--- src/hw/rtl/feal4_block_cipher_core_assert.svh ---
// Assertion macros for the FEAL-4 core.
// Each check is clocked on clk and is off while rst_n is low.
`ifndef FEAL4_BLOCK_CIPHER_CORE_ASSERT_SVH
`define FEAL4_BLOCK_CIPHER_CORE_ASSERT_SVH

// Clocked implication; the consequent may be a delayed sequence
`define FEAL4_PROP(ante, cons) \
  @(posedge clk) disable iff (!rst_n) (ante) |-> cons

// Labeled assertion that reports through $error
`define FEAL4_ASSERT(lbl, ante, cons, msg) \
  lbl: assert property (`FEAL4_PROP(ante, cons)) else $error(msg);

`endif

--- src/hw/rtl/feal4_pkg.sv ---
package feal4_pkg;

  localparam int unsigned HALF_W   = 32;
  localparam int unsigned BLOCK_W  = 64;
  localparam int unsigned ROUNDS   = 4;
  localparam int unsigned CFG_IDX_W = 3;

  // Configuration register indexes
  localparam logic [CFG_IDX_W-1:0] CFG_SUBKEY_0     = 3'd0;
  localparam logic [CFG_IDX_W-1:0] CFG_SUBKEY_1     = 3'd1;
  localparam logic [CFG_IDX_W-1:0] CFG_SUBKEY_2     = 3'd2;
  localparam logic [CFG_IDX_W-1:0] CFG_SUBKEY_3     = 3'd3;
  localparam logic [CFG_IDX_W-1:0] CFG_WHITEN_LEFT  = 3'd4;
  localparam logic [CFG_IDX_W-1:0] CFG_WHITEN_RIGHT = 3'd5;

  // Full key set as held by the register file
  typedef struct packed {
    logic [ROUNDS-1:0][HALF_W-1:0] subkey;
    logic [HALF_W-1:0]             whiten_l;
    logic [HALF_W-1:0]             whiten_r;
  } key_set_t;

  // One pipeline slot: a is the half fed to F, b the other half
  typedef struct packed {
    logic              valid;
    logic              dec;
    logic [HALF_W-1:0] a;
    logic [HALF_W-1:0] b;
  } stage_t;

  // Rotate a byte left by two
  function automatic logic [7:0] rot2(logic [7:0] v);
    return {v[5:0], v[7:6]};
  endfunction

  // FEAL round function, byte 0 most significant; sums wrap at 8 bits
  function automatic logic [HALF_W-1:0] round_fn(logic [HALF_W-1:0] w);
    logic [7:0] x0, x1, x2, x3, d01, d23, y0, y1, y2, y3;
    x0  = w[31:24];
    x1  = w[23:16];
    x2  = w[15:8];
    x3  = w[7:0];
    d01 = x0 ^ x1;
    d23 = x2 ^ x3;
    y1  = rot2(d01 + d23 + 8'd1);
    y0  = rot2(x0 + y1);
    y2  = rot2(y1 + d23);
    y3  = rot2(y2 + x3 + 8'd1);
    return {y0, y1, y2, y3};
  endfunction

endpackage

--- src/hw/rtl/feal4_key_regs.sv ---
module feal4_key_regs (
  input  logic                           clk,
  input  logic                           rst_n,
  input  logic                           wr_en,
  input  logic [feal4_pkg::CFG_IDX_W-1:0] wr_index,
  input  logic [feal4_pkg::HALF_W-1:0]    wr_data,
  output feal4_pkg::key_set_t            keys
);
  import feal4_pkg::*;

  key_set_t keys_r, keys_nxt;

  // Decode the write; unknown indexes are dropped
  always_comb begin
    keys_nxt = keys_r;
    if (wr_en) begin
      case (wr_index)
        CFG_SUBKEY_0:     keys_nxt.subkey[0] = wr_data;
        CFG_SUBKEY_1:     keys_nxt.subkey[1] = wr_data;
        CFG_SUBKEY_2:     keys_nxt.subkey[2] = wr_data;
        CFG_SUBKEY_3:     keys_nxt.subkey[3] = wr_data;
        CFG_WHITEN_LEFT:  keys_nxt.whiten_l  = wr_data;
        CFG_WHITEN_RIGHT: keys_nxt.whiten_r  = wr_data;
        default:          keys_nxt = keys_r;
      endcase
    end
  end

  always_ff @(posedge clk) begin
    if (!rst_n) begin
      keys_r <= '0;
    end else begin
      keys_r <= keys_nxt;
    end
  end

  assign keys = keys_r;

endmodule

--- src/hw/rtl/feal4_round.sv ---
module feal4_round (
  input  logic                        clk,
  input  logic                        rst_n,
  input  feal4_pkg::stage_t           stage_in,
  input  logic [feal4_pkg::HALF_W-1:0] enc_key,
  input  logic [feal4_pkg::HALF_W-1:0] dec_key,
  output feal4_pkg::stage_t           stage_out
);
  import feal4_pkg::*;

  stage_t stage_r, stage_nxt;
  logic [HALF_W-1:0] rkey;

  // One Feistel round; the key order depends on direction
  always_comb begin
    rkey            = stage_in.dec ? dec_key : enc_key;
    stage_nxt.valid = stage_in.valid;
    stage_nxt.dec   = stage_in.dec;
    stage_nxt.a     = stage_in.b ^ round_fn(stage_in.a ^ rkey);
    stage_nxt.b     = stage_in.a;
  end

  // Only the valid bit needs reset
  always_ff @(posedge clk) begin
    if (!rst_n) begin
      stage_r.valid <= 1'b0;
    end else begin
      stage_r.valid <= stage_nxt.valid;
    end
    stage_r.dec <= stage_nxt.dec;
    stage_r.a   <= stage_nxt.a;
    stage_r.b   <= stage_nxt.b;
  end

  assign stage_out = stage_r;

endmodule

--- src/hw/rtl/feal4_block_cipher_core.sv ---
// FEAL-4 encrypt/decrypt core, six-subkey form. Raise start with in_req_type
// (0 encrypt, 1 decrypt) and in_block_in; the item is taken at any clock edge
// where busy is low, which is every cycle out of reset, so one block per cycle
// is sustained. Each result appears on out_block_out, marked by a one-cycle
// out_valid strobe, after passing one whitening stage, one stage per Feistel
// round (four) and an output stage. There is no backpressure from the result
// side, so results must be captured on the cycle they are shown. Keys are
// written through the cfg port (indexes 0-3 round subkeys, 4 and 5 whitening
// words; other indexes are ignored) and must only be changed while no item is
// in flight.
module feal4_block_cipher_core (
  input  logic                            clk,
  input  logic                            rst_n,
  input  logic                            start,
  output logic                            busy,
  input  logic                            in_req_type,
  input  logic [feal4_pkg::BLOCK_W-1:0]   in_block_in,
  output logic                            out_valid,
  output logic [feal4_pkg::BLOCK_W-1:0]   out_block_out,
  input  logic                            cfg_valid,
  output logic                            cfg_ready,
  input  logic [feal4_pkg::CFG_IDX_W-1:0] cfg_index,
  input  logic [feal4_pkg::HALF_W-1:0]    cfg_data
);
  import feal4_pkg::*;

  key_set_t keys;
  stage_t   init_r, init_nxt;
  stage_t   rnd [0:ROUNDS];
  logic     in_accept;
  logic     out_valid_r;
  logic [BLOCK_W-1:0] out_block_r, out_block_nxt;
  logic [HALF_W-1:0]  hi, lo;

  assign busy      = ~rst_n;
  assign cfg_ready = 1'b1;
  assign in_accept = start & ~busy;

  feal4_key_regs u_keys (
    .clk      (clk),
    .rst_n    (rst_n),
    .wr_en    (cfg_valid & cfg_ready),
    .wr_index (cfg_index),
    .wr_data  (cfg_data),
    .keys     (keys)
  );

  // Input whitening: encrypt folds in keys 4/5, decrypt only mixes halves
  always_comb begin
    hi             = in_block_in[BLOCK_W-1:HALF_W];
    lo             = in_block_in[HALF_W-1:0];
    init_nxt.valid = in_accept;
    init_nxt.dec   = in_req_type;
    if (in_req_type) begin
      init_nxt.b = hi;
      init_nxt.a = hi ^ lo;
    end else begin
      init_nxt.b = hi ^ keys.whiten_l;
      init_nxt.a = hi ^ lo ^ keys.whiten_l ^ keys.whiten_r;
    end
  end

  always_ff @(posedge clk) begin
    if (!rst_n) begin
      init_r.valid <= 1'b0;
    end else begin
      init_r.valid <= init_nxt.valid;
    end
    init_r.dec <= init_nxt.dec;
    init_r.a   <= init_nxt.a;
    init_r.b   <= init_nxt.b;
  end

  assign rnd[0] = init_r;

  // Four round stages; decrypt walks the subkeys backwards
  for (genvar g = 0; g < ROUNDS; g++) begin : g_round
    feal4_round u_round (
      .clk       (clk),
      .rst_n     (rst_n),
      .stage_in  (rnd[g]),
      .enc_key   (keys.subkey[g]),
      .dec_key   (keys.subkey[ROUNDS-1-g]),
      .stage_out (rnd[g+1])
    );
  end

  // Output fold, plus unwhitening on decrypt
  always_comb begin
    if (rnd[ROUNDS].dec) begin
      out_block_nxt = {rnd[ROUNDS].a ^ keys.whiten_l,
                       rnd[ROUNDS].b ^ rnd[ROUNDS].a ^ keys.whiten_r};
    end else begin
      out_block_nxt = {rnd[ROUNDS].a, rnd[ROUNDS].b ^ rnd[ROUNDS].a};
    end
  end

  always_ff @(posedge clk) begin
    if (!rst_n) begin
      out_valid_r <= 1'b0;
    end else begin
      out_valid_r <= rnd[ROUNDS].valid;
    end
  end

  always_ff @(posedge clk) begin
    out_block_r <= out_block_nxt;
  end

  assign out_valid     = out_valid_r;
  assign out_block_out = out_block_r;

  // Every taken item comes out at the end of the pipeline, and nothing else does
  `include "feal4_block_cipher_core_assert.svh"
  `FEAL4_ASSERT(a_item_out_latency, in_accept, ##6 out_valid, "item lost in pipeline")
  `FEAL4_ASSERT(a_no_spurious_out, out_valid, $past(in_accept, 6), "result without item")

endmodule

--- config.mk ---
export PLATFORM = sky130hd
export DESIGN_NAME = feal4_block_cipher_core
export DESIGN_NICKNAME = d
export VERILOG_FILES = /design/src/hw/rtl/feal4_pkg.sv /design/src/hw/rtl/feal4_key_regs.sv /design/src/hw/rtl/feal4_round.sv /design/src/hw/rtl/feal4_block_cipher_core.sv
export VERILOG_INCLUDE_DIRS = /design/src /design/src/hw/rtl
export SDC_FILE = /design/constraint.sdc
export NUM_CORES = 1
export LEC_CHECK = 0
export BUFFER_PORTS_ARGS = -buffer_cell sky130_fd_sc_hd__buf_2
export CORE_MARGIN = 5
export CORE_UTILIZATION = 40
export DETAILED_ROUTE_END_ITERATION = 10
export PLACE_DENSITY = 0.63
export SYNTH_ARGS = -nofsm -noshare
export SYNTH_HDL_FRONTEND = slang
export SYNTH_SLANG_ARGS = --single-unit
--- constraint.sdc ---
create_clock -name clk -period 6.2 [get_ports clk]
set_input_delay 0.62 -clock clk [delete_from_list [all_inputs] [get_ports clk]]
set_output_delay 0.62 -clock clk [all_outputs]
set_load 0.05 [all_outputs]
==> results.py <==
metrics = {
    "cts": {
        "clockBufferDepth": 3,
        "tritoncts": "built",
        "cts_buffers": 60,
        "clock_latency_ns": 0.63,
        "path_clk_slew_ns": 0.07,
        "clkSinkCount": 587,
        "cts-root-buf": "clkbuf_16",
        "htreeDepth": 2,
    },
    "finish": {
        "fin_cells": 3759,
        "drive_gt1_share_pct": 20.0,
        "finalInstanceArea_mm2": 0.0314,
        "area_growth_pct": 23.5,
        "nets": 3084,
    },
    "sta": {
        "maxSlewHeadroom_pct": 23.7,
        "rsz0062_at_grt": "true",
        "holdWs_ns": 0.202,
        "drv_slew": 0,
        "worst_slew_pin_slew_ns": 1.14,
        "clock.fmax_mhz": 165,
        "layout_min_cycle_time_ns": 6.04,
        "finalSetupTns_ns": 0,
        "skew_ns": 0.0265,
        "finalSetupViolCount": 0,
        "finalHoldViolations": 0,
        "fin_crit_sh_pct": 97.5,
    },
    "synthesis": {
        "synth_top_area_share_pct": 46.3,
        "synth.cell_area_mm2": 0.0254,
        "syn_avg_cell_area_um2": 9.92,
        "synthMostInstantiatedCell": "dfxtp_1",
        "async_reset_ff_share_pct": 0,
        "synth_edf_count": 0,
        "synth_ff_type": "dfxtp_1",
        "yosys.area.top_type": "dfxtp_1",
        "synthCells": 2560,
        "yosysSeqAreaShare_pct": 46.3,
        "synth.area.top_cells": "dfxtp_1 46%, xnor2_1 16%, nand2_1 6.8%, xor2_1 6.5%, ha_1 5.1%",
        "synth_common_cells": "587 x dfxtp_1, 462 x xnor2_1, 457 x nand2_1",
        "yosysWarnings": 0,
        "synth_nets": 2784,
        "ys_ff_latch": 587,
        "synth_cell_types": 33,
    },
    "floorplan": {
        "ioPinCount": 171,
        "initial_utilization_pct": 40.3,
        "chipWidth_um": 262,
        "fp.coreArea_mm2": 0.0630,
        "die_area_mm2": 0.0686,
        "num_rows": 92,
        "fp.dieH_um": 262,
    },
    "place": {
        "io_buffers": 169,
        "routabilityCongestion": 0.961,
        "dp.cells": 3601,
        "hpwl_mm": 57.7,
        "placed_area_mm2": 0.0279,
    },
    "hold_path": {
        "hold_depth": 2,
        "whs_endpoint": "init_r[65]",
        "hold_class": "in2reg",
        "hp-start": "start",
    },
    "job": {
        "drv_cap": 0,
    },
    "worst_setup_path": {
        "reg2reg_to": "g_round[0].u_round.stage_out[33]",
        "rr_worst_depth": 29,
        "cp.arrival_ns": 6.59,
        "cp_common_cell": "a21o_1",
        "path_buf_inv": 4,
        "crit_path_end_kind": "flip-flop",
        "timing.rr.start": "init_r[64]",
        "cpPeakStageDelay_ns": 0.38,
        "rrSetupSlack_ns": 0.16,
        "worstPathRequired_ns": 6.75,
        "crit_family": "compound AO/OA/AOI/OAI gates",
        "critPathLaunchType": "flip-flop",
        "slowest_stage": "maj3_1",
        "worstPathMaxFanout": 8,
        "critical_path_class": "reg2reg",
    },
    "routing": {
        "drc": 0,
        "ant_nets": 0,
        "vias": 18458,
        "avgRoutedWirePerCell_um": 21.2,
        "totalWireLength_mm": 79.7,
        "vias_per_cell": 4.91,
        "firstDrtPassIters": 8,
        "drtIter0Drc": 1267,
    },
    "global_route": {
        "grt_pass1_vias": 18693,
        "gr-total-overflow": 0,
        "grtUsageTotal_pct": 22.5,
        "antenna_found_initial": 3,
        "grt_pass1_wl_mm": 116,
        "grt_max_degree": 81,
    },
    "run_status": {
        "outcome": "complete, no violations",
    },
}
==> area by class of cell <==
| cell class | count | area [µm²] |
|---|---|---|
| well taps | 846 | 1060 |
| multi-input cells | 1828 | 13900 |
| inverters | 57 | 219 |
| flip-flops and latches | 587 | 11800 |
| clock inverters | 37 | 490 |
| diodes | 4 | 10.0 |
| fillers | 5741 | 31600 |
| clock buffers | 74 | 1670 |
| repair buffers | 326 | 2220 |
==> through the flow <==
stage	utilization, %	setup slack [ns]
4_1_cts	48.4	0.00927
2_1_floorplan	-	-0.0604
3_3_place_gp	44.3	-0.621
5_1_grt	49.8	-0.0418
3_5_place_dp	44.3	-0.638
6_report	49.8	0.157
==> sequential cells by signal, summed over array words and instances, names as in the netlist <==
signal                     flops
g_round.u_round.stage_out    264
u_keys.keys                  192
init_r                        66
out_block_out                 64
out_valid                      1
==> per-layer routing <==
metal / wire length, µm / vias up / GRT usage, %
met3: 4870 / 140 / 2.92
met1: 35700 / 8901 / 31.3
met4: 2390 / 0 / 7.86
li1: - / 8851 / -
met2: 36700 / 566 / 36.3
met5: 0 / - / 0
==> logic make-up after synthesis <==
| logic type | after synthesis | share of synthesized area [%] |
|---|---|---|
| mux | 128 | 5.15 |
| flops | 587 | 46.3 |
| compound gates | 336 | 7.39 |
| xor+xnor | 661 | 23.1 |
| fa+ha+maj | 128 | 6.70 |
| simple gates | 574 | 9.06 |
| buf+inv | 145 | 2.28 |
| other cells | 1 | 0.0148 |
==> worst max path at each step <==
stage / slack, ns / cells past startpoint / endpoint / from
after floorplan: -0.06 / 31 / g_round[1].u_round.stage_out[33] / g_round[0].u_round.stage_out[64]
after global placement: -0.62 / 29 / g_round[3].u_round.stage_out[32] / g_round[2].u_round.stage_out[64]
after detailed placement: -0.64 / 29 / g_round[3].u_round.stage_out[32] / g_round[2].u_round.stage_out[64]
after CTS: 0.009 / 29 / g_round[1].u_round.stage_out[33] / g_round[0].u_round.stage_out[64]
after global routing: -0.04 / 30 / g_round[2].u_round.stage_out[33] / g_round[1].u_round.stage_out[64]
final: 0.16 / 29 / g_round[0].u_round.stage_out[33] / init_r[64]
==> placed cells by master, fill, tap and decap left out, drive strengths merged <==
| cell | instances |
|---|---|
| a211oi | 4 |
| buf | 325 |
| o21ai | 14 |
| a221oi | 5 |
| mux2i | 128 |
| xor2 | 189 |
| o21bai | 20 |
| nor2 | 56 |
| ha | 104 |
| fa | 16 |
| o22ai | 2 |
| inv | 58 |
| o21a | 1 |
| a21o | 41 |
| a21oi | 247 |
| bufinv | 11 |
| a221o | 1 |
| nand2b | 40 |
| nand3 | 3 |
| dfxtp | 587 |
| clkinv | 19 |
| diode | 4 |
| xnor2 | 472 |
| o31a | 1 |
| maj3 | 8 |
| clkinvlp | 6 |
| nor2b | 10 |
| and2 | 6 |
| clkbuf | 75 |
| nand2 | 457 |
| conb | 1 |
| nor3 | 2 |
==> what timing repair did <==
item                       CTS  global route
hold buffers                 0             0
cloned                       0             1
gates resized for setup     39           116
setup buffers               17            25
hold endpoints to repair     0             0
pin swaps                   16            57
setup endpoints to repair   11            16
Power is not shown: default switching activity piles up to over one toggle a cycle in this logic, so the estimate is an artifact.
